--- config.mk ---
export PLATFORM = sky130hd
export DESIGN_NAME = msm_calc
export DESIGN_NICKNAME = d
export VERILOG_FILES = /design/src/msm_pkg.sv /design/src/msm_calc.sv
export SDC_FILE = /design/constraint.sdc
export NUM_CORES = 1
export LEC_CHECK = 0
export BUFFER_PORTS_ARGS = -buffer_cell sky130_fd_sc_hd__buf_2
export CAP_MARGIN = 25
export CORE_MARGIN = 3
export CORE_UTILIZATION = 55
export DETAILED_ROUTE_END_ITERATION = 8
export PLACE_DENSITY = 0.76
export SYNTH_ARGS = -nofsm -noshare
export SYNTH_HDL_FRONTEND = slang
export SYNTH_SLANG_ARGS = --single-unit
export TNS_END_PERCENT = 100
--- constraint.sdc ---
create_clock -name vclk -period 17.15
set_input_delay 0.8575 -clock vclk [all_inputs]
set_output_delay 0.8575 -clock vclk [all_outputs]
set_load 0.01 [all_outputs]
--- src/msm_pkg.sv ---
// shared types and constants of the masked temporal pixel smoother
package msm_pkg;

  localparam int PIX_W     = 16;
  localparam int GAIN_W    = 17;
  localparam int FP_W      = 20;
  localparam int CFG_IDX_W = 2;
  localparam int CFG_DATA_W = 20;
  localparam int PROD_W    = PIX_W + GAIN_W;

  localparam logic [GAIN_W-1:0] GAIN_ONE = 17'h10000;

  localparam logic [CFG_IDX_W-1:0] REG_INTENSITY    = 2'd0;
  localparam logic [CFG_IDX_W-1:0] REG_MASK_EN      = 2'd1;
  localparam logic [CFG_IDX_W-1:0] REG_FRAME_PIXELS = 2'd2;

  localparam logic [GAIN_W-1:0] INTENSITY_RST    = 17'd6554;
  localparam logic [FP_W-1:0]   FRAME_PIXELS_RST = 20'd307200;

  typedef logic [PIX_W-1:0] pix_t;

  typedef struct packed {
    logic [GAIN_W-1:0] gain;
    logic              mask_en;
    logic [FP_W-1:0]   frame_pixels;
  } cfg_t;

endpackage

--- src/msm_calc.sv ---
// moving-average update of one pixel
module msm_calc (
  input  msm_pkg::pix_t               prev,
  input  msm_pkg::pix_t               cur,
  input  logic [msm_pkg::GAIN_W-1:0]  gain,
  input  logic                        hold,
  input  logic                        first,
  output msm_pkg::pix_t               result
);

  logic                        up;
  msm_pkg::pix_t               mag;
  logic [msm_pkg::PROD_W-1:0]  prod;
  msm_pkg::pix_t               step;

  always_comb begin
    up   = (cur >= prev);
    mag  = up ? (cur - prev) : (prev - cur);
    prod = msm_pkg::PROD_W'(mag) * msm_pkg::PROD_W'(gain);
    step = prod[msm_pkg::PIX_W+15:16];
    if (first)
      result = cur;
    else if (hold)
      result = prev;
    else if (up)
      result = prev + step;
    else
      result = prev - step;
  end

endmodule

* Yosys cells after proc, flatten, opt, wreduce, memory -nomap -nowiden
Cells that the tools add are included.
** Storage, ports and cells
- Register bits :: 0
- Input port bits :: 51
- Output and inout port bits :: 16
- Logic and storage cells :: 10
** Cells by class
- $mul :: 1
- Add/subtract/negate cells :: 4
- Magnitude comparators :: 1
- Muxes and demuxes :: 4
** Operators with widths (number)
- $mux W16 :: 4
- $sub A16 B16 Y16 :: 3
- $mul A16 B17 Y32 :: 1
- $add A16 B16 Y16 :: 1
- $ge A16 B16 Y1 :: 1

* Logic depth before layout (Yosys ltp)
- Depth in word-level cells :: 7
- Gate-level depth with buffers :: 54
- Gate-level depth less buffers :: 53

* Worst setup path after synthesis
No wires, ideal clock.
- Path type :: input to output
- From :: input prev[11]
- To :: output result[15]
- Arrival time :: 11.863 ns
- Slack :: 4.430 ns
- Data required time :: 16.292 ns
- Stages on the path :: 51
- Buffers on the path :: 3
- Cell sequence :: inv_1 ha_1 buf_6 and4_4 a21o_1 o2111a_1 or3_1 clkbuf_1 a311o_1 nand3_1 and2_1 o21ai_0 nand3_1 a21boi_0 xnor2_1 clkbuf_1 nand2_1 fa_1 (+15 left out) xor2_1 inv_1 ha_1 nand2_1 o21ai_0 ha_1 a21oi_1 nor2b_1 o31a_1 o41ai_1 o21ai_0 nand3_1 a21oi_1 a211oi_1 xnor3_1 xor2_1 and3_1 o31a_1
** On the way
- Longest elaborated chain between the ends :: 7
- Elaborated cells between the ends (all ways) :: 10
- Those cells by class :: add/sub (4); mul (1); order compare (1); mux (4)
** Ends and longest elaborated chain
- start: declaration :: line msm_calc.sv:3 : input msm_pkg::pix_t prev,
- $sub A16 B16 Y16 / $ge A16 B16 Y1 (equally long branches) :: line msm_calc.sv:18, msm_calc.sv:17
- $mux W16 :: line msm_calc.sv:18 : mag = up ? (cur - prev) : (prev - cur);
- $mul A16 B17 Y32 :: line msm_calc.sv:19 : prod = msm_pkg::PROD_W'(mag) * msm_pkg::PROD_W'(gain);
- $sub A16 B16 Y16 / $add A16 B16 Y16 (equally long branches) :: line msm_calc.sv:28, msm_calc.sv:26
- $mux W16 * :: line msm_calc.sv:25 : else if (up)
- $mux W16 * :: line msm_calc.sv:23 : else if (hold)
- $mux W16 * :: line msm_calc.sv:21 : if (first)
- end: declaration :: line msm_calc.sv:8 : output msm_pkg::pix_t result
Every way passes the cells marked *; elsewhere a longest branch is shown, timed or not.

* Final worst setup path
- From :: input prev[9]
- To :: output result[15]
Same word-level chain as after synthesis.

==> reports/qor.yml <==
synth_top_family_by_area: "adder cells"
syn_area_per_cell_um2: 8.148
antenna_found_initial: 0
hold_slack_ps: 2042
vias: 9685
multi_input_area_um2: 10400
crit_top_cell: "inv_1"
cpPeakStageDelay_ps: 820
synthAdderAreaFrac_pct: 51.59
top_layer: "met4"
slew_headroom_pct: 31.67
yosysMostFrequentCell: "inv_1"
fp.dieH_um: 151.9
hold_class: "input port to primary output"
synth-compound-area-share_pct: 12.99
cts_resized: 0
yosys.area_share.simple_pct: 18.75
syn-num-nets: 1844
cp_top_family: "adder cells"
grt-ovfl-total: 0
ant_nets: 0
cap_violations: 0
syn_inst: 1436
rsz0062_at_grt: "no"
dp_hpwl_um: 23540
netlist_area_um2: 11700
fin_crit_sh_pct: 89.24
via_per_inst: 5.595
hold_violations: 0
cp_max_fo: 26
dr.pass1.iters: 5
critPathRequiredTime_ps: 16290
yosysTopAreaCell: "fa_1"
track_usage_pct: 24.99
drt-total-wl_um: 28620
place_area_um2: 12250
cp_num_buf_inv: 9
synthTopCellsByArea: "fa_1 36%, ha_1 16%, inv_1 9.2%"
startpoint_type: "input port"
yosysSeqAreaShare_pct: 0
wl_met1_um: 12360
ios: 67
synth_top_area_share_pct: 35.76
crit_type: "input port to primary output"
ys_top_cells_by_count: "287 x inv_1, 209 x fa_1, 188 x nand2_1"
setup_viol: 0
endpoint_kind: "primary output"
nFlopsAndLatches: 0
wl_per_cell_um: 16.53
dieWidth_um: 151.9
nNetsFinal: 1871
crit_end: "result[15]"
drive_gt1_share_pct: 6.913
grt_pass1_vias: 10154
grt_max_degree: 33
antennaDiodeCount: 0
crit_start: "prev[9]"
cp.depth: 50
gp_congestion: 0.9206
rows: 52
max_freq_mhz: 65.34
die_area_um2: 23060
fin_area_um2: 12250
wl_met2_um: 14390
worstPathArrival_ps: 14450
layout.area.seq_um2: 0
wl_met3_um: 1408
dp.cells: 1731
yosys_warnings: 0
ctsHoldBuffers: 0
min_period_ps: 15300
portBuffers: 67
core_um2: 20560
fillerInstances: 1892
syn2layout_area_growth_pct: 4.727
synth_cell_types: 72
synth.area.mux_share_pct: 0.6096
drc: 0
drt_iter0_drc: 580
nClkBuffers: 0
crit_path_top_delay_cell: "or3_1"
start_util_pct: 56.91
synthXorXnorAreaFrac_pct: 4.823
tightestPinTransition_ps: 1020
instances_no_fill: 1731
grt_pass1_wl_um: 49290
cts_setup_buffers: 0
finalSetupTns_ps: 0
final-max-slew-violation-count: 0
status: "finished clean"
==> worst min-delay path, cell delays in order <==
cell     delay (ps)
buf_2           100
nand2_1          40
o21ai_0          60
buf_2           130
==> layer usage <==
layer  track usage, %  vias up
met4            4.452        0
met5                0        -
met1            34.15     4801
met2            44.69      290
met3            1.394       42
li1                 -     4552
==> cells by family (layout without fill, tap and decap cells) <==
kind of cell | after synthesis | count (layout)
AND/OR/NAND/NOR | 445 | 445
adder cells (fa/ha/maj) | 357 | 357
buffers and inverters | 343 | 368
AO/OA/AOI/OAI | 222 | 222
XOR/XNOR | 62 | 62
multiplexers | 7 | 7
==> worst min-delay path by stage <==
stage                       start         end  slack [ps]  cells past startpoint
after global placement     cur[2]   result[2]        2040                      4
after global routing      cur[12]  result[12]        2100                      4
after detailed placement   cur[2]   result[2]        2040                      4
final                      cur[2]   result[2]        2040                      4
after CTS                  cur[2]   result[2]        2040                      4
after floorplan           cur[10]  result[10]        1850                      2
==> stage by stage <==
step | setup slack (ps) | utilization (%)
final | 1846 | 59.60
after global routing | 1129 | 59.60
after CTS | 1859 | 59.60
after detailed placement | 1894 | 59.60
after global placement | 2340 | 59.60
after floorplan | 4430 | -
==> cell usage in the layout (no fill, tap or decap), types with 2 or more instances in the layout <==
| master | count |
|---|---|
| fa_1 | 209 |
| a211oi_1 | 13 |
| a21boi_0 | 2 |
| a31oi_1 | 8 |
| nor3b_1 | 2 |
| o31a_1 | 5 |
| nand2b_1 | 18 |
| o21bai_1 | 14 |
| nor2b_1 | 28 |
| inv_1 | 287 |
| nand3_1 | 15 |
| nor3_1 | 11 |
| buf_4 | 14 |
| a41oi_1 | 2 |
| nand4_1 | 11 |
| mux2i_1 | 6 |
| a2111oi_0 | 2 |
| nand2_1 | 188 |
| o31ai_1 | 3 |
| o21a_1 | 8 |
| xor2_1 | 24 |
| xnor2_1 | 35 |
| or3_1 | 6 |
| nor2_1 | 51 |
| and2_1 | 99 |
| ha_1 | 148 |
| o21ai_0 | 28 |
| a21oi_1 | 77 |
| a21o_1 | 31 |
| buf_2 | 67 |
| o211ai_1 | 2 |
| and3_1 | 7 |
| a221oi_1 | 2 |
| xnor2_2 | 2 |
==> area by class of cell <==
| type | instances | share of cell area [%] |
|---|---|---|
| tap | 270 | 2.757 |
| timing repair buffer | 81 | 3.594 |
| inverter | 287 | 8.792 |
| multi-input combinational | 1093 | 84.86 |
Power is left out: the tool's default activity adds up to more than one toggle a clock period on the data nets, which glitch-free logic cannot reach.
