--- config.mk ---
export PLATFORM = sky130hd
export DESIGN_NAME = msm_cfg
export DESIGN_NICKNAME = d
export VERILOG_FILES = /design/src/msm_pkg.sv /design/src/msm_cfg.sv
export SDC_FILE = /design/constraint.sdc
export NUM_CORES = 1
export LEC_CHECK = 0
export BUFFER_PORTS_ARGS = -buffer_cell sky130_fd_sc_hd__buf_2
export CAP_MARGIN = 20
export CORE_AREA = 2 2 65 61
export DETAILED_ROUTE_END_ITERATION = 7
export DIE_AREA = 0 0 67 63
export MAX_ROUTING_LAYER = met4
export PLACE_DENSITY = 0.76
export SYNTH_ARGS = -nofsm -noshare
export SYNTH_HDL_FRONTEND = slang
export SYNTH_SLANG_ARGS = --single-unit
--- constraint.sdc ---
create_clock -name clk -period 1.2 [get_ports clk]
set_input_delay 0.06 -clock clk [delete_from_list [all_inputs] [get_ports clk]]
set_output_delay 0.06 -clock clk [all_outputs]
set_load 0.05 [all_outputs]
--- src/msm_pkg.sv ---
// shared types and constants of the masked temporal pixel smoother
package msm_pkg;

  localparam int PIX_W     = 16;
  localparam int GAIN_W    = 17;
  localparam int FP_W      = 20;
  localparam int CFG_IDX_W = 2;
  localparam int CFG_DATA_W = 20;
  localparam int PROD_W    = PIX_W + GAIN_W;

  localparam logic [GAIN_W-1:0] GAIN_ONE = 17'h10000;

  localparam logic [CFG_IDX_W-1:0] REG_INTENSITY    = 2'd0;
  localparam logic [CFG_IDX_W-1:0] REG_MASK_EN      = 2'd1;
  localparam logic [CFG_IDX_W-1:0] REG_FRAME_PIXELS = 2'd2;

  localparam logic [GAIN_W-1:0] INTENSITY_RST    = 17'd6554;
  localparam logic [FP_W-1:0]   FRAME_PIXELS_RST = 20'd307200;

  typedef logic [PIX_W-1:0] pix_t;

  typedef struct packed {
    logic [GAIN_W-1:0] gain;
    logic              mask_en;
    logic [FP_W-1:0]   frame_pixels;
  } cfg_t;

endpackage

--- src/msm_cfg.sv ---
// configuration registers with gain saturation
module msm_cfg (
  input  logic                             clk,
  input  logic                             rst_n,
  input  logic                             cfg_valid,
  output logic                             cfg_ready,
  input  logic [msm_pkg::CFG_IDX_W-1:0]    cfg_index,
  input  logic [msm_pkg::CFG_DATA_W-1:0]   cfg_data,
  output msm_pkg::cfg_t                    cfg
);

  logic [msm_pkg::GAIN_W-1:0] intensity_r;
  logic                       mask_en_r;
  logic [msm_pkg::FP_W-1:0]   frame_pixels_r;

  assign cfg_ready = 1'b1;

  always_ff @(posedge clk) begin
    if (!rst_n) begin
      intensity_r    <= msm_pkg::INTENSITY_RST;
      mask_en_r      <= 1'b0;
      frame_pixels_r <= msm_pkg::FRAME_PIXELS_RST;
    end else if (cfg_valid) begin
      unique case (cfg_index)
        msm_pkg::REG_INTENSITY:    intensity_r    <= cfg_data[msm_pkg::GAIN_W-1:0];
        msm_pkg::REG_MASK_EN:      mask_en_r      <= cfg_data[0];
        msm_pkg::REG_FRAME_PIXELS: frame_pixels_r <= cfg_data[msm_pkg::FP_W-1:0];
        default: ;
      endcase
    end
  end

  always_comb begin
    cfg.gain         = (intensity_r > msm_pkg::GAIN_ONE) ? msm_pkg::GAIN_ONE : intensity_r;
    cfg.mask_en      = mask_en_r;
    cfg.frame_pixels = frame_pixels_r;
  end

endmodule

Yosys cells after proc, flatten, opt, wreduce, memory -nomap -nowiden --
Index checks and enable logic that the tools add are counted.
Storage, ports and cells: word-level logic and storage cells 11, input port bits 25, register bits 38
Cells by class: reduce and logical (&&, ||, !) cells 4, equality and inequality tests 2, magnitude comparators 1, multiplexer cells 1
Operators by type and width (count):
- $gt A17 B17 Y1 const B | 1
- $mux W17 | 1
- $reduce_and A2 Y1 | 3
- $eq A2 B1 Y1 const B | 1
- $eq A2 B2 Y1 const B | 1
- $logic_not A2 Y1 | 1

Depth between registers and ports, before layout --
depth in word-level cells 2, depth in mapped cells 5

Least setup slack after synthesis --
OpenSTA, ideal clock, no wires.
kind reg2out, start register intensity_r[6] (netlist bit), end output port cfg[33] (netlist bit), setup slack -0.437 ns, stages on the path, launching flop included 4, buffers on the path 0, required time 1.140 ns, data arrival time 1.577 ns, cell sequence dfxtp_1 -> nor4_1 -> a41oi_1 -> nor2b_1
RTL lines:
- start, declared | RTL line msm_cfg.sv:12 | logic [msm_pkg::GAIN_W-1:0] intensity_r;
- start signal, assigned | RTL line msm_cfg.sv:20 | intensity_r <= msm_pkg::INTENSITY_RST;
- start signal, assigned | RTL line msm_cfg.sv:25 | msm_pkg::REG_INTENSITY: intensity_r <= cfg_data[msm_pkg::GAIN_W-1:0];
- end, declared | RTL line msm_cfg.sv:9 | output msm_pkg::cfg_t cfg

==> impl_results.md <==
- Outcome: finished with violations
- Failing checks: negative setup slack
- FFs w/ async S/R, synth: 0%
- Final Util: 69.85%
- Starting Density: 44.82%
- # rows: 21
- Min cycle time layout: roughly 1.8 ns
- Fraction of layout instances using a drive strength above 1: a little over two fifths
- Gr usage total: ~22%
- Mean Syn Cell Area: about 8.3 um^2
- Num CTS Buffers: 5
- Buffers plus inverters on the worst setup path: 2
- Initial antenna violation count: 0
- Worst endpoint data arrival time: between 1.5 and 2 ns
- CP max stage delay: around 0.35 ns
- Synth top area share: 47.50%
- Global-route wire length before repair: between 6000 and 7000 um
- DRT iter0 DRCs: 86
- Final-report max-slew violation count: 0
- Number of placed cells counting well taps: 308
- Worst Setup End Kind: output pin
- Crit path depth: 5
- Worst clock skew: 0 ns
- Core Area: 3573 um^2
- Routed vias/inst: slightly below 5
- Root buf cell: clkbuf_8
- CP cell instances: nor4_4 > a41oi_2 > buf_4 > nor2b_4 > buf_6
- ANT nets after route: 0
- Comb pwr share: 21.6%
- Synth-to-Final Area Change: 55.86%
- Most area-consuming cells after synthesis: dfxtp_1, nand2_1, a21boi_0, and2b_1, nand3_1
- Pleak: ~1.1 nW
- Final setup viols: 10
- Yosys top cell by area: dfxtp_1
- Die ar.: 4221 um^2
- Clock Sinks: 38
- Drt pass-1 iters: 4
- Largest fanout on the critical path: 5
- Hold Fails Final Rpt: 0
- Drt total wl: roughly 4300 um
- Routed wire per std cell: approximately 13 um
- CP Data Required Time: roughly 1.1 ns
- # nets final: 303
- IO Count: 64
- Sequential share of the synthesized area: a little under half
- Post-synth EDFFs: 0
- Internal power: just over 0.002 W
- Skew-Pair Late Insertion Delay: 0.29 ns
- Via count: ~1,600
- Clock power share: 31.2%
- Count of cell types in the netlist: 21
- Post-synthesis instance total: 193
- Maxcap violations: 0
- H-Tree Depth: 2
- Largest net degree at the start of global routing: 33
- Count leader, synth: nand2_1
- Syn Std Cell Area: roughly 1600 um^2
- Drt drc: 0
- Die Wd: ~67 um
- R2R cell count: 3
- Top cell types by occurrence after synthesis: nand2_1, dfxtp_1, a21boi_0, and2b_1, nand3_1
- Slowest-stage cell, CP: nor4_4
- RePlAce Congestion: 0.7892
- Crit Path Category: flop to output pin
- Hold_ws: ~0.008 ns
- Switching portion of total power: between 20 and 30%
- CTS tree: done
- Worst hold path type: input pin to flop
- Synth Register Bits: 38
- Top FF cell, synth: dfxtp_1
- CP delay by family, top: simple AND/OR/NAND/NOR gates
- F_max: between 500 and 600 MHz
- RSZ-0062 raised after global routing: yes
- ANT cells: 0
- Total grt overflow: 0
- Hold Path Cell Cnt: 3
- Crit path launch type: flop
- Post-Syn Nets: between 200 and 250
- Peak VDD IR: 0.6729 mV
- Fill count: between 200 and 300
- Register share of total power: between 40% and 50%
- Vias in the first global route: 1,492
- Finished Layout Cells: roughly 330
- Pwr/cell area: 1143 nW/um^2
- Clk slew on worst S/H paths: about 0.07 ns
- Syn. warnings: 0
- Setup TNS: -5.622 ns
- Final setup margin: -0.6078 ns
- P_sw: 0.0008296 W
- Final HPWL DP: 2752 um
- Final Cycle Share: 150.7%
- Die Ht: between 60 and 70 um
- PortBufs: 62
- Clock tree buffer depth: 2
[kinds of logic (layout without fill, tap and decap cells)]
family | Yosys count | count (layout) | share of synthesized area (%)
flip-flops | 38 | 38 | 47.50
buffers and inverters | 15 | 100 | 5.703
AND/OR/NAND/NOR | 111 | 111 | 33.20
AO/OA/AOI/OAI | 27 | 28 | 12.73
other | 1 | 1 | 0.2342
multiplexers | 1 | 1 | 0.6250
[routing by layer]
| metal | GRT usage, % | vias to the layer above | wire length, um | share of wire (%) |
|---|---|---|---|---|
| li1 | - | 795 | - | - |
| met1 | 27.59 | 732 | 1898 | 44 |
| met2 | 33.17 | 46 | 2116 | 49 |
| met3 | 4.324 | 8 | 198 | 4.6 |
| met4 | 10.71 | 0 | 83 | 1.9 |
| met5 | - | - | 0 | 0 |
[worst paths after layout]
check / startpoint / to / slack [ns]
setup / recovery: intensity_r[1] / cfg[33] / -0.61
hold / removal: cfg_data[4] / intensity_r[4] / 0.008
setup reg to reg: intensity_r[14] / intensity_r[14] / 0.38
hold reg to reg: frame_pixels_r[13] / frame_pixels_r[13] / 0.46
[flip-flops by register name, indices dropped and copies added (netlist names)]
signal / flops
mask_en_r: 1
frame_pixels_r: 20
intensity_r: 17
[placed cells by master (no fill, tap or decap), types with 4 or more instances in the layout]
cell type,synthesis,routed
dlygate4sd3_1,0,7
buf_4,3,20
nand3_1,11,11
buf_8,1,9
buf_6,1,8
dfxtp_2,0,9
nand2_1,74,74
clkbuf_8,0,6
dfxtp_1,38,29
nor4_4,0,4
buf_2,4,46
and2b_4,0,9
a21boi_0,23,23
[per-stage QoR]
step | cell area, um^2 | worst slack, ns | power, W
2_1_floorplan | 1667 | -0.09954 | 0.001730
3_3_place_gp | 2117 | -0.3373 | 0.001888
3_5_place_dp | 2117 | -0.3786 | 0.001895
4_1_cts | 2420 | -0.5623 | 0.002861
5_1_grt | 2496 | -0.6498 | 0.002985
6_report | 2496 | -0.6078 | 0.002854
[area by class of cell]
cell class	count	area (um^2)	share of cell area, %
repair buffers	91	695.7	27.87
clock buffers	7	86.33	3.459
flip-flops and latches	38	772.0	30.93
multi-input cells	141	875.8	35.09
inverters	1	3.754	0.1504
clock inverters	1	5.005	0.2005
well taps	46	57.56	2.306
[worst min-delay path, cell delays in order]
cell	delay [ns]
buf_2	0.09
nand2_1	0.05
nand3_1	0.07
[what timing repair did]
| action | in CTS | in global routing |
|---|---|---|
| pin swaps | 2 | 3 |
| buffers inserted | 1 | 1 |
| gates cloned | 1 | 0 |
| setup endpoints to repair | 16 | 16 |
| hold buffers | 7 | 0 |
| gates resized for setup | 36 | 23 |
| endpoints found under the hold margin | 8 | 0 |
[power by group through the flow]
| stage | Clock (W) | Sequential, W | Combinational [W] |
|---|---|---|---|
| finish | 0.000890 | 0.00135 | 0.000615 |
| global route | 0.000979 | 0.00135 | 0.000652 |
| CTS | 0.000925 | 0.00135 | 0.000589 |
| detailed placement | 0 | 0.00137 | 0.000527 |
| global placement | 0 | 0.00137 | 0.000523 |
| floorplan | 0 | 0.00145 | 0.000277 |
No activity file was read; power rests on OpenSTA's default activity.
