`config.mk`:
```
export PLATFORM = sky130hd
export DESIGN_NAME = msm_seq
export DESIGN_NICKNAME = d
export VERILOG_FILES = /design/src/msm_pkg.sv /design/src/msm_seq.sv
export SDC_FILE = /design/constraint.sdc
export NUM_CORES = 1
export LEC_CHECK = 0
export ABC_AREA = 1
export BUFFER_PORTS_ARGS = -buffer_cell sky130_fd_sc_hd__buf_2
export CORE_UTILIZATION = 45
export CTS_CLUSTER_DIAMETER = 30
export CTS_CLUSTER_SIZE = 12
export DETAILED_ROUTE_END_ITERATION = 12
export GPL_TIMING_DRIVEN = 0
export PLACE_DENSITY_LB_ADDON = 0.12
export RECOVER_POWER = 25
export SETUP_SLACK_MARGIN = 0.05
export SYNTH_ARGS = -nofsm -noshare
export SYNTH_HDL_FRONTEND = slang
export SYNTH_SLANG_ARGS = --single-unit
```
`constraint.sdc`:
```
create_clock -name clk -period 3.4 [get_ports clk]
set_input_delay 0.34 -clock clk [delete_from_list [all_inputs] [get_ports clk]]
set_output_delay 0.34 -clock clk [all_outputs]
set_load 0.03 [all_outputs]
```
`src/msm_pkg.sv`:
```
// shared types and constants of the masked temporal pixel smoother
package msm_pkg;

  localparam int PIX_W     = 16;
  localparam int GAIN_W    = 17;
  localparam int FP_W      = 20;
  localparam int CFG_IDX_W = 2;
  localparam int CFG_DATA_W = 20;
  localparam int PROD_W    = PIX_W + GAIN_W;

  localparam logic [GAIN_W-1:0] GAIN_ONE = 17'h10000;

  localparam logic [CFG_IDX_W-1:0] REG_INTENSITY    = 2'd0;
  localparam logic [CFG_IDX_W-1:0] REG_MASK_EN      = 2'd1;
  localparam logic [CFG_IDX_W-1:0] REG_FRAME_PIXELS = 2'd2;

  localparam logic [GAIN_W-1:0] INTENSITY_RST    = 17'd6554;
  localparam logic [FP_W-1:0]   FRAME_PIXELS_RST = 20'd307200;

  typedef logic [PIX_W-1:0] pix_t;

  typedef struct packed {
    logic [GAIN_W-1:0] gain;
    logic              mask_en;
    logic [FP_W-1:0]   frame_pixels;
  } cfg_t;

endpackage

```
`src/msm_seq.sv`:
```
// frame position counter and first-frame flag
module msm_seq #(
  parameter int MAX_PIXELS = 524288,
  parameter int ADDR_W     = 19
) (
  input  logic                       clk,
  input  logic                       rst_n,
  input  logic                       step,
  input  logic [msm_pkg::FP_W-1:0]   frame_pixels,
  output logic [ADDR_W-1:0]          idx,
  output logic                       last,
  output logic                       first
);

  localparam int CW = ((msm_pkg::FP_W > ADDR_W) ? msm_pkg::FP_W : ADDR_W) + 2;

  logic [ADDR_W-1:0] idx_r, idx_nxt;
  logic              first_r, first_nxt;
  logic [CW-1:0]     fp_ext, size, next_ext;

  always_comb begin
    fp_ext   = CW'(frame_pixels);
    if (fp_ext == '0)
      size = CW'(1);
    else if (fp_ext > CW'(MAX_PIXELS))
      size = CW'(MAX_PIXELS);
    else
      size = fp_ext;
    next_ext = CW'(idx_r) + CW'(1);
    last     = (next_ext >= size);
    idx      = idx_r;
    first    = first_r;
    idx_nxt   = idx_r;
    first_nxt = first_r;
    if (step) begin
      if (last) begin
        idx_nxt   = '0;
        first_nxt = 1'b0;
      end else begin
        idx_nxt = next_ext[ADDR_W-1:0];
      end
    end
  end

  always_ff @(posedge clk) begin
    if (!rst_n) begin
      idx_r   <= '0;
      first_r <= 1'b1;
    end else begin
      idx_r   <= idx_nxt;
      first_r <= first_nxt;
    end
  end

endmodule

```
## Word level (Yosys, flattened, before mapping)

Cells that the tools add are included.

| cells by class | value |
|---|---|
| add/subtract/negate cells | 1 |
| magnitude comparators | 2 |
| mux-type cells | 3 |
| reductions and logical operators | 2 |

Operators by type and width:

| kind | number |
|---|---|
| $mux 20 | 2 |
| $ge 20x22->1 | 1 |
| $add 19x1->20 const B | 1 |
| $gt 20x20->1 const B | 1 |
| $logic_not 20->1 | 1 |
| $mux 19 | 1 |
| $reduce_and 2->1 | 1 |

| storage, ports and cells | value |
|---|---|
| register bits | 20 |
| input port bits | 23 |
| output and inout bits | 21 |
| logic and storage cells | 10 |

## Depth between registers and ports, before layout

Gate-level depths: netlist of the first run.

| depth | value |
|---|---|
| depth after elaboration | 5 |
| depth in mapped cells | 20 |
| gate-level depth less buffers | 19 |

## Worst setup path after synthesis of the first run

Ideal clock, no wire load.

| path | value |
|---|---|
| path type | register to register |
| start | register idx_r[0] (netlist: idx[0]) |
| end | register idx_r[9] (netlist: idx[9]) |
| setup time | 0.064 ns |
| arrival time | 3.075 ns |
| data required time | 3.336 ns |
| slack | 0.260 ns |
| stages on the path, launching flop included | 19 |
| path buffers | 1 |
| clock period less this slack | 3.140 ns |
| path through | dfxtp_1 ha_1 nand2_2 nor2_4 nand2_2 nor2_1 nand2_1 and2_1 ha_1 nand2_1 inv_1 nand2_1 nand2_1 a21boi_0 nand4_1 nand2_1 nand2_2 buf_6 nor2_1 |

| on the way | value |
|---|---|
| word-level cells in the longest chain between the ends | 3 |

Ends and longest elaborated chain:

| item | RTL line | RTL |
|---|---|---|
| start: declaration | msm_seq.sv:17 | `logic [ADDR_W-1:0] idx_r, idx_nxt;` |
| start signal: assignment | msm_seq.sv:50 | `idx_r <= idx_nxt;` |
| $add 19x1->20 | msm_seq.sv:29 | `next_ext = CW'(idx_r) + CW'(1);` |
| $ge 20x22->1 | msm_seq.sv:30 | `last = (next_ext >= size);` |
| net last | msm_seq.sv:11 | `output logic last,` |
| $mux 19 | msm_seq.sv:36 | `if (last) begin` |

The timed path passes the listed nets, and every way through them passes these cells.
A chain may end at the register's enable or synchronous reset.

## Worst setup path after layout of the first run

| path | value |
|---|---|
| start | register idx_r[1] (netlist: idx[1]) |
| end | output last |

| on the way | value |
|---|---|
| word-level cells in the longest chain between the ends | 2 |

Ends and longest elaborated chain:

| item | RTL line |
|---|---|
| $add 19x1->20 | msm_seq.sv:29 |
| $ge 20x22->1 | msm_seq.sv:30 |
| end: declaration | msm_seq.sv:11 |

No other way between the ends.

==> impl_metrics.csv, run 1 <==
group,metric,value,unit
synth,ys.flop_type,"dfxtp_1",
routing,top_layer_used,"met4",
routing,drt-met1-wl,2.35,mm
finish,final-seq-area,404,um2
sta,max_freq,0.319,GHz
finish,multi_input_area,1360,um2
sta,final-hold-violation-count,0,
pwr,power_switching,192,uW
pwr,leakage,0.00116,uW
worst_hold_path,min_path_type,"in -> reg",
synth,synth_top_family_by_area,"simple AND/OR/NAND/NOR gates",
pwr,finalPower,643,uW
setup_path,endpoint_kind,"output pin",
synth,ys_async_sr_fraction,0,
clocking,cts_htree_levels,1,
synth,synthXorXnorAreaFrac,0.0539,
sta,slew_headroom,0.728,
run,drv_cap,0,
setup_path,slowest_stage,"dfxtp_1",
floorplan,die_w,67.4,um
clocking,cts.path.max_buffers,2,
setup_path,crit_path_end,"last",
sta,fin_crit_sh,0.921,
pwr,seqPwrFrac,0.393,
synth,yosysWarnings,0,
pwr,swShare,0.299,
synth,synthesis.nets,360,
pwr,power_density,284,nW/um2
setup_path,path_common_cell,"nand2_1",
setup_path,cpPeakStageDelay,410,ps
pwr,clkPwrFrac,0.385,
grt,grt_max_degree,13,
grt,grt_pass1_wl,7.75,mm
synth,syn_area_per_cell,6.09,um2
routing,wl_met3,197,um
sta,worstMarginPinSlew,408,ps
floorplan,dieArea,4540,um2
grt,antenna_found_initial,0,
setup_path,worst-r2r-cell-count,18,
finish,nets,407,
clocking,clk_pin_slew,80,ps
sta,drv_slew,0,
synth,netlist_instances,316,
finish,area_growth,17.5,%
setup_path,worstPathRequired,3060,ps
routing,firstDrtPassIters,5,
sta,skew,1.35,ps
routing,wl_per_cell,11.7,um
finish,nFillCells,440,
routing,route.met2.wl,2.17,mm
clocking,clock-sinks,20,
clocking,clock_latency,270,ps
synth,synth_edf_count,0,
synth,synth-seq-cells,20,
sta,worst_slack,268,ps
routing,via_per_inst,4.90,
setup_path,cp-startpoint,"idx[1]",
pwr,p_int,451,uW
sta,rsz0062_at_grt,"false",
sta,finalSetupTns,0,ps
pwr,p_comb_frac,0.222,
floorplan,row_count,23,
clocking,cts_tree,"yes",
setup_path,r2r_start,"idx[1]",
routing,drc,0,
setup_path,crit_chain,"ha_2, nand2_2, nor2_4, nand2_2, nor2_1, nand2_1, and2_1, ha_1, nand2_1, nor2_1, nand2_1, nor2_1, nand2_1, nand4_1, buf_2",
sta,setup_violations,0,
grt,grt_pass1_vias,1720,
floorplan,die_h,67.4,um
placement,hpwl,3.97,mm
setup_path,worst-r2r-setup-slack,460,ps
synth,synthMuxAreaShare,0.0208,
floorplan,io_pins,44,
sta,layout_min_cycle_time,3130,ps
floorplan,core-area,4060,um2
routing,drt_iter0_markers,87,
pwr,peakVddDrop,0.000134,V
synth,synthAdderAreaFrac,0.136,
grt,gr-usage-all-layers,0.230,
placement,dp_slack,313,ps
placement,port_buffers,42,
status,status,"complete, no violations",
setup_path,critical_path_class,"reg -> out",
setup_path,cp_top_family,"simple AND/OR/NAND/NOR gates",
synth,synth.distinct_cells,31,
placement,gp_congestion,0.881,
synth,ys_seq_area_frac,0.208,
setup_path,crit_buf_inv,1,
synth,synth_compound_area_frac,0.0565,
grt,grt_overflow,0,
synth,netlist_area,1930,um2
setup_path,critPathLaunchType,"register",
synth,synthSimpleGateAreaFrac,0.435,
routing,finalWirelength,4.83,mm
clocking,cts-root-buf,"clkbuf_8",
setup_path,cp_max_fo,4,
routing,final_antenna_net_count,0,
finish,drive_gt1_frac,0.155,
setup_path,crit_cells,15,
routing,via_count,2018,
finish,diodes,0,
clocking,cts_inserted_buffers,3,
setup_path,r2r_end,"idx[8]",
setup_path,cp.arrival,2790,ps
floorplan,start_util,0.475,
==> registers in the layout, indices dropped and copies added (netlist names) <==
| register | cells |
|---|---|
| idx | 19 |
| first | 1 |
==> metrics by stage <==
| stage | cells | util | area [um2] | hold WS [ps] |
|---|---|---|---|---|
| floorplan | 316 | - | 1930 | 409 |
| global placement | 408 | 0.542 | 2200 | 425 |
| detailed placement | 408 | 0.542 | 2200 | 434 |
| CTS | 412 | 0.559 | 2270 | 259 |
| global route | 412 | 0.558 | 2260 | 272 |
| finish | 412 | 0.558 | 2260 | 259 |
==> timing repair <==
item / 4_1_cts / 5_1_grt
gates resized for setup: 0 / 3
endpoints found under the hold margin: 0 / 0
setup endpoints to repair: 0 / 11
hold buffers: 0 / 0
setup buffers: 0 / 0
==> final cells by class <==
type                            instances  share of cell area
Inverter                               38              0.0630
Multi-Input combinational cell        253               0.599
Timing Repair Buffer                   42              0.0873
Tap cell                               50              0.0276
Sequential cell                        20               0.179
Clock inverter                          1              0.0133
Clock buffer                            3              0.0182
Buffer                                  5              0.0133
==> synth_stat cells (4+ instances only) <==
cell type | n | area (um2)
o21ai_0 | 10 | 50.1
nor2_1 | 56 | 210
xor2_1 | 9 | 78.8
a21oi_1 | 6 | 30.0
dfxtp_1 | 20 | 400
nand4_1 | 4 | 25.0
nor2_4 | 4 | 45.0
ha_1 | 21 | 263
nand2_1 | 108 | 405
inv_1 | 37 | 139
mux2i_1 | 4 | 40.0
nand3_1 | 10 | 50.1
==> logic make-up after synthesis <==
| family | count (synthesis) |
|---|---|
| adder cells (fa/ha/maj) | 21 |
| flip-flops | 20 |
| multiplexers | 4 |
| XOR/XNOR | 11 |
| AND/OR/NAND/NOR | 197 |
| buffers and inverters | 43 |
| AO/OA/AOI/OAI | 20 |
==> how the worst min path moves through the flow <==
stage	from	to	slack [ps]	cells past startpoint
3_3_place_gp	first	first	420	2
6_report	rst_n	first	260	2
2_1_floorplan	rst_n	first	410	1
3_5_place_dp	first	first	430	2
4_1_cts	rst_n	first	260	2
5_1_grt	rst_n	first	270	2
==> power by group through the flow <==
stage | Sequential [uW] | Clock (uW) | Combinational, uW
finish | 253 | 248 | 143
global route | 255 | 263 | 164
CTS | 252 | 253 | 146
detailed placement | 258 | 0 | 145
global placement | 258 | 0 | 142
floorplan | 271 | 0 | 85.1
==> metal layers <==
layer / up-vias / GRT usage
met5: - / 0
met4: 0 / 0.0824
met3: 9 / 0.0253
met2: 48 / 0.380
met1: 887 / 0.307
li1: 1074 / -
==> cells in the final DEF (no fill, tap or decap), types with 6 or more instances in the layout <==
cell      instances
nand3_1          10
a21oi_1           6
nor2_1           56
dfxtp_1          19
nand2_1         108
ha_1             20
buf_2            35
inv_1            37
xor2_1            9
o21ai_0          10
clkbuf_1         11
Power figures use the tool's default switching activity.
==> inputs of run 2 (changes only) <==
==> constraint.sdc (replaced) <==
create_clock -name clk -period 3 [get_ports clk]
set_input_delay 0.3 -clock clk [delete_from_list [all_inputs] [get_ports clk]]
set_output_delay 0.3 -clock clk [all_outputs]
set_load 0.03 [all_outputs]
==> impl_metrics.csv, run 2 (synthesized netlist as in run 1, its figures left out) <==
group,metric,value,unit
grt,grt_pass1_vias,1676,
finish,largest_reg_flops,19,
grt,gr-usage-all-layers,0.224,
clocking,clk_pin_slew,80,ps
setup_path,critical_path_class,"reg -> out",
routing,wl_per_cell,12.1,um
run,drv_cap,0,
routing,finalWirelength,5.12,mm
status,status,"complete, no violations",
sta,worstMarginPinSlew,460,ps
clocking,cts_htree_levels,1,
grt,use_met3,0.0439,
grt,grt_max_degree,12,
placement,hpwl,3.92,mm
finish,drive_gt1_frac,0.255,
sta,skew,11.4,ps
floorplan,die_w,67.4,um
grt,grt_overflow,0,
clocking,cts_inserted_buffers,3,
floorplan,row_count,23,
finish,most-common-layout-cells,"nand2_1 (104), nor2_1 (48), inv_1 (37)",
setup_path,slowest_stage,"dfxtp_2",
finish,final_common_cell,"nand2_1",
sta,slew_headroom,0.693,
floorplan,dieArea,4540,um2
sta,worst_slack,186,ps
clocking,clock_latency,260,ps
floorplan,io_pins,44,
placement,post_dp_cell_area,2210,um2
grt,grt_most_used_layer,"met2",
routing,drc,0,
grt,use_met1,0.299,
finish,area_growth,28.5,%
finish,diodes,0,
finish,stdcell_area,2470,um2
sta,final-hold-violation-count,0,
setup_path,worstPathRequired,2700,ps
routing,via_per_inst,4.85,
clocking,cts-root-buf,"clkbuf_8",
setup_path,cp.arrival,2510,ps
routing,final_antenna_net_count,0,
setup_path,critPathLaunchType,"register",
grt,use_met2,0.374,
clocking,clock-sinks,20,
grt,grt_pass1_wl,7.55,mm
setup_path,cp_max_fo,4,
finish,nFillCells,414,
clocking,hold_buffers,0,
placement,port_buffers,42,
worst_hold_path,min_path_type,"in -> reg",
clocking,cts.path.max_buffers,2,
setup_path,cpPeakStageDelay,380,ps
sta,fin_crit_sh,0.938,
sta,layout_min_cycle_time,2810,ps
floorplan,core-area,4060,um2
sta,finalHoldWorstSlack,216,ps
setup_path,crit_chain,"nand2_2, nor2_4, nand3_2, nand3b_1, inv_1, nand3_1, nor2_2, ha_1, a21oi_1, a21boi_2, nand4_1, buf_6",
floorplan,die_h,67.4,um
placement,gp_congestion,0.942,
pwr,peakVddDrop,0.000257,V
pwr,power_density,264,nW/um2
routing,drt_iter0_markers,96,
floorplan,start_util,0.475,
finish,nets,417,
sta,max_freq,0.355,GHz
setup_path,endpoint_kind,"output pin",
grt,antenna_found_initial,0,
sta,drv_slew,0,
sta,setup_violations,0,
routing,firstDrtPassIters,4,
finish,post-route-util,0.610,
placement,dp_slack,-308,ps
routing,via_count,2046,
pwr,leakage,0.00124,uW
clocking,cts_tree,"yes",
-- run 2: changes by cell type in the layout (fill, tap and decap cells not counted), moves of 3 or more --
cell	previous run	this run
buf_4	0	10
dfxtp_1	19	9
dfxtp_2	0	6
dfxtp_4	1	5
nand2_1	108	104
nand2_4	1	4
nor2_1	56	48
nor2_2	1	7
-- run 2: metal layers --
metal	share of wire	vias up
li1	-	1098
met1	0.48	903
met2	0.48	43
met3	0.036	2
met4	0.0037	0
met5	0	-
-- run 2: final timing paths --
path,cells after the start,startpoint,slack [ps],end
max,12,idx[3],190,last
min,2,rst_n,220,first
max reg2reg,15,idx[3],250,idx[9]
min reg2reg,2,first,450,first
-- run 2: stage by stage --
stage                     total power (uW)  cells  setup TNS (ps)
after floorplan                        405    316               0
after global placement                 453    408           -3850
after detailed placement               456    408           -4650
after CTS                              651    414               0
after global routing                   696    422           -21.8
final                                  653    422               0
-- run 2: what timing repair did --
action,CTS,global route
buffers inserted,2,8
pin swaps,3,10
hold endpoints to repair,0,0
endpoints found under the setup margin,11,15
gates resized for setup,11,33
-- run 2: power by group --
part / total, uW / leakage (uW) / switching [uW] / internal [uW]
Combinational: 184 / 0.00105 / 112 / 71.4
Sequential: 287 / 0.000169 / 13.9 / 273
Clock: 183 / 0.0000228 / 88.4 / 94.6
Total: 653 / 0.00124 / 215 / 439
-- run 2: final cells by class --
| type | count | area [um2] | area share |
|---|---|---|---|
| Multi-Input combinational cell | 253 | 1490 | 0.600 |
| Sequential cell | 20 | 427 | 0.172 |
| Timing Repair Buffer | 52 | 279 | 0.113 |
| Inverter | 38 | 143 | 0.0577 |
| Tap cell | 50 | 62.6 | 0.0253 |
| Clock buffer | 4 | 45.0 | 0.0182 |
| Buffer | 5 | 32.5 | 0.0132 |
-- run 2: worst max-delay path: cells and delay by family, from the launching register on --
| kind | cells | cell delay (ps) |
|---|---|---|
| AND/OR/NAND/NOR | 7 | 1000 |
| buffers and inverters | 2 | 280 |
| AO/OA/AOI/OAI | 2 | 340 |
| flip-flops | 1 | 380 |
| adder cells (fa/ha/maj) | 1 | 250 |
==> inputs of run 3 (changes only) <==
--- a/config.mk
+++ b/config.mk
@@ -7,7 +7,7 @@
 export LEC_CHECK = 0
 export ABC_AREA = 1
 export BUFFER_PORTS_ARGS = -buffer_cell sky130_fd_sc_hd__buf_2
-export CORE_UTILIZATION = 45
+export CORE_UTILIZATION = 55
 export CTS_CLUSTER_DIAMETER = 30
 export CTS_CLUSTER_SIZE = 12
 export DETAILED_ROUTE_END_ITERATION = 12
==> constraint.sdc (replaced) <==
create_clock -name clk -period 3.59 [get_ports clk]
set_input_delay 0.359 -clock clk [delete_from_list [all_inputs] [get_ports clk]]
set_output_delay 0.359 -clock clk [all_outputs]
set_load 0.03 [all_outputs]
==> impl_metrics.csv, run 3 (synthesized netlist as in run 1, its figures left out) <==
group,metric,value,unit
sta,rsz0062_at_grt,"false",
routing,drc,0,
setup_path,critPathLaunchType,"register",
sta,fin_crit_sh,0.892,
floorplan,start_util,0.577,
floorplan,die_h,61.2,um
floorplan,io_pins,44,
placement,gp_congestion,0.894,
sta,worst_slack,388,ps
placement,dp_slack,582,ps
grt,antenna_found_initial,0,
finish,final_common_cell,"nand2_1",
pwr,finalPower,507,uW
clocking,cts_inserted_buffers,3,
worst_hold_path,hp-start,"rst_n",
pwr,peakVddDrop,0.000245,V
placement,port_buffers,42,
clocking,cts_htree_levels,1,
setup_path,cp.arrival,2840,ps
setup_path,cp_max_fo,7,
floorplan,core-area,3340,um2
finish,largest_reg_flops,19,
clocking,clock_latency,300,ps
placement,hpwl,3.64,mm
clocking,cts_tree,"yes",
finish,diodes,0,
finish,nFillCells,336,
setup_path,worstPathRequired,3230,ps
sta,finalSetupTns,0,ps
run,drv_cap,0,
routing,final_antenna_net_count,0,
clocking,cts-root-buf,"clkbuf_4",
grt,grt_pass1_wl,7.20,mm
routing,drt_iter0_markers,123,
setup_path,r2r_start,"idx[0]",
routing,firstDrtPassIters,4,
grt,grt_max_degree,12,
floorplan,die_w,61.2,um
clocking,clock-sinks,20,
grt,grt_pass1_vias,1662,
placement,post_dp_cell_area,2190,um2
clocking,cts.path.max_buffers,2,
routing,finalWirelength,4.44,mm
finish,drive_gt1_frac,0.152,
finish,most-common-layout-cells,"nand2_1 (108), nor2_1 (56), inv_1 (37)",
finish,nets,407,
sta,slew_headroom,0.728,
pwr,power_density,229,nW/um2
sta,setup_violations,0,
finish,stdcell_area,2220,um2
sta,layout_min_cycle_time,3200,ps
setup_path,endpoint_kind,"output pin",
pwr,leakage,0.00114,uW
routing,via_count,1984,
sta,skew,0.613,ps
finish,post-route-util,0.665,
grt,gr-usage-all-layers,0.258,
setup_path,cp-startpoint,"idx[0]",
sta,drv_slew,0,
clocking,hold_buffers,0,
status,status,"complete, no violations",
grt,grt_overflow,0,
worst_hold_path,min_path_type,"in -> reg",
sta,final-hold-violation-count,0,
sta,worstMarginPinSlew,407,ps
routing,via_per_inst,4.86,
sta,max_freq,0.312,GHz
floorplan,row_count,21,
floorplan,dieArea,3740,um2
routing,wl_per_cell,10.9,um
setup_path,critical_path_class,"reg -> out",
clocking,clk_pin_slew,110,ps
finish,area_growth,15.2,%
run 3: changes by cell type in the layout (fill, tap and decap cells not counted), moves of 3 or more:
cell / delta
dfxtp_4: -5
nand2_4: -3
dfxtp_1: +10
nor2_2: -6
nand2_1: +4
dfxtp_2: -5
buf_4: -10
nor2_1: +8
run 3: power breakdown:
| group | leakage, uW | internal (uW) | switching, uW | total (uW) |
|---|---|---|---|---|
| logic | 0.000960 | 48.6 | 85.0 | 134 |
| clock network | 0.0000210 | 61.9 | 72.3 | 134 |
| registers | 0.000163 | 229 | 10.3 | 240 |
| total | 0.00114 | 340 | 168 | 507 |
run 3: final timing paths:
check | slack [ps] | depth (start not counted) | endpoint
setup / recovery | 390 | 15 | last
hold / removal | 220 | 2 | first
setup reg to reg | 670 | 18 | idx[11]
hold reg to reg | 460 | 2 | first
run 3: per-stage QoR:
step / hold WS (ps) / std cells
floorplan: 428 / 316
CTS: 213 / 408
detailed placement: 446 / 404
global placement: 428 / 404
global route: 201 / 408
finish: 223 / 408
run 3: cell type report:
type | count | area [um2] | share of cell area
multi-input cells | 253 | 1350 | 0.610
inverters | 38 | 143 | 0.0643
well taps | 46 | 57.6 | 0.0259
flip-flops and latches | 20 | 402 | 0.181
clock buffers | 4 | 36.3 | 0.0164
repair buffers | 42 | 198 | 0.0891
plain buffers | 5 | 30.0 | 0.0135
run 3: routing by layer:
metal	global-route usage	vias up	wire length, um
li1	-	1070	-
met1	0.349	856	2160
met2	0.427	54	2020
met3	0.0609	4	235
met4	0.0357	0	32
met5	0	-	0
run 3: critical path, cell delays in order (launching register included):
cell and delay (ps):
dfxtp_2 450, ha_1 280, nand2_2 110, nor2_4 150, nand2_2 100, nor2_1 130, nand2_1 70, and2_1 180
ha_1 280, nand2_1 80, inv_1 40, nand2_1 50, nand2_1 50, a21boi_0 160, nand4_1 180, buf_2 230
run 3: repair_timing:
action	in CTS	in global routing
endpoints found under the setup margin	0	1
gates resized for setup	0	1
setup buffers	0	0
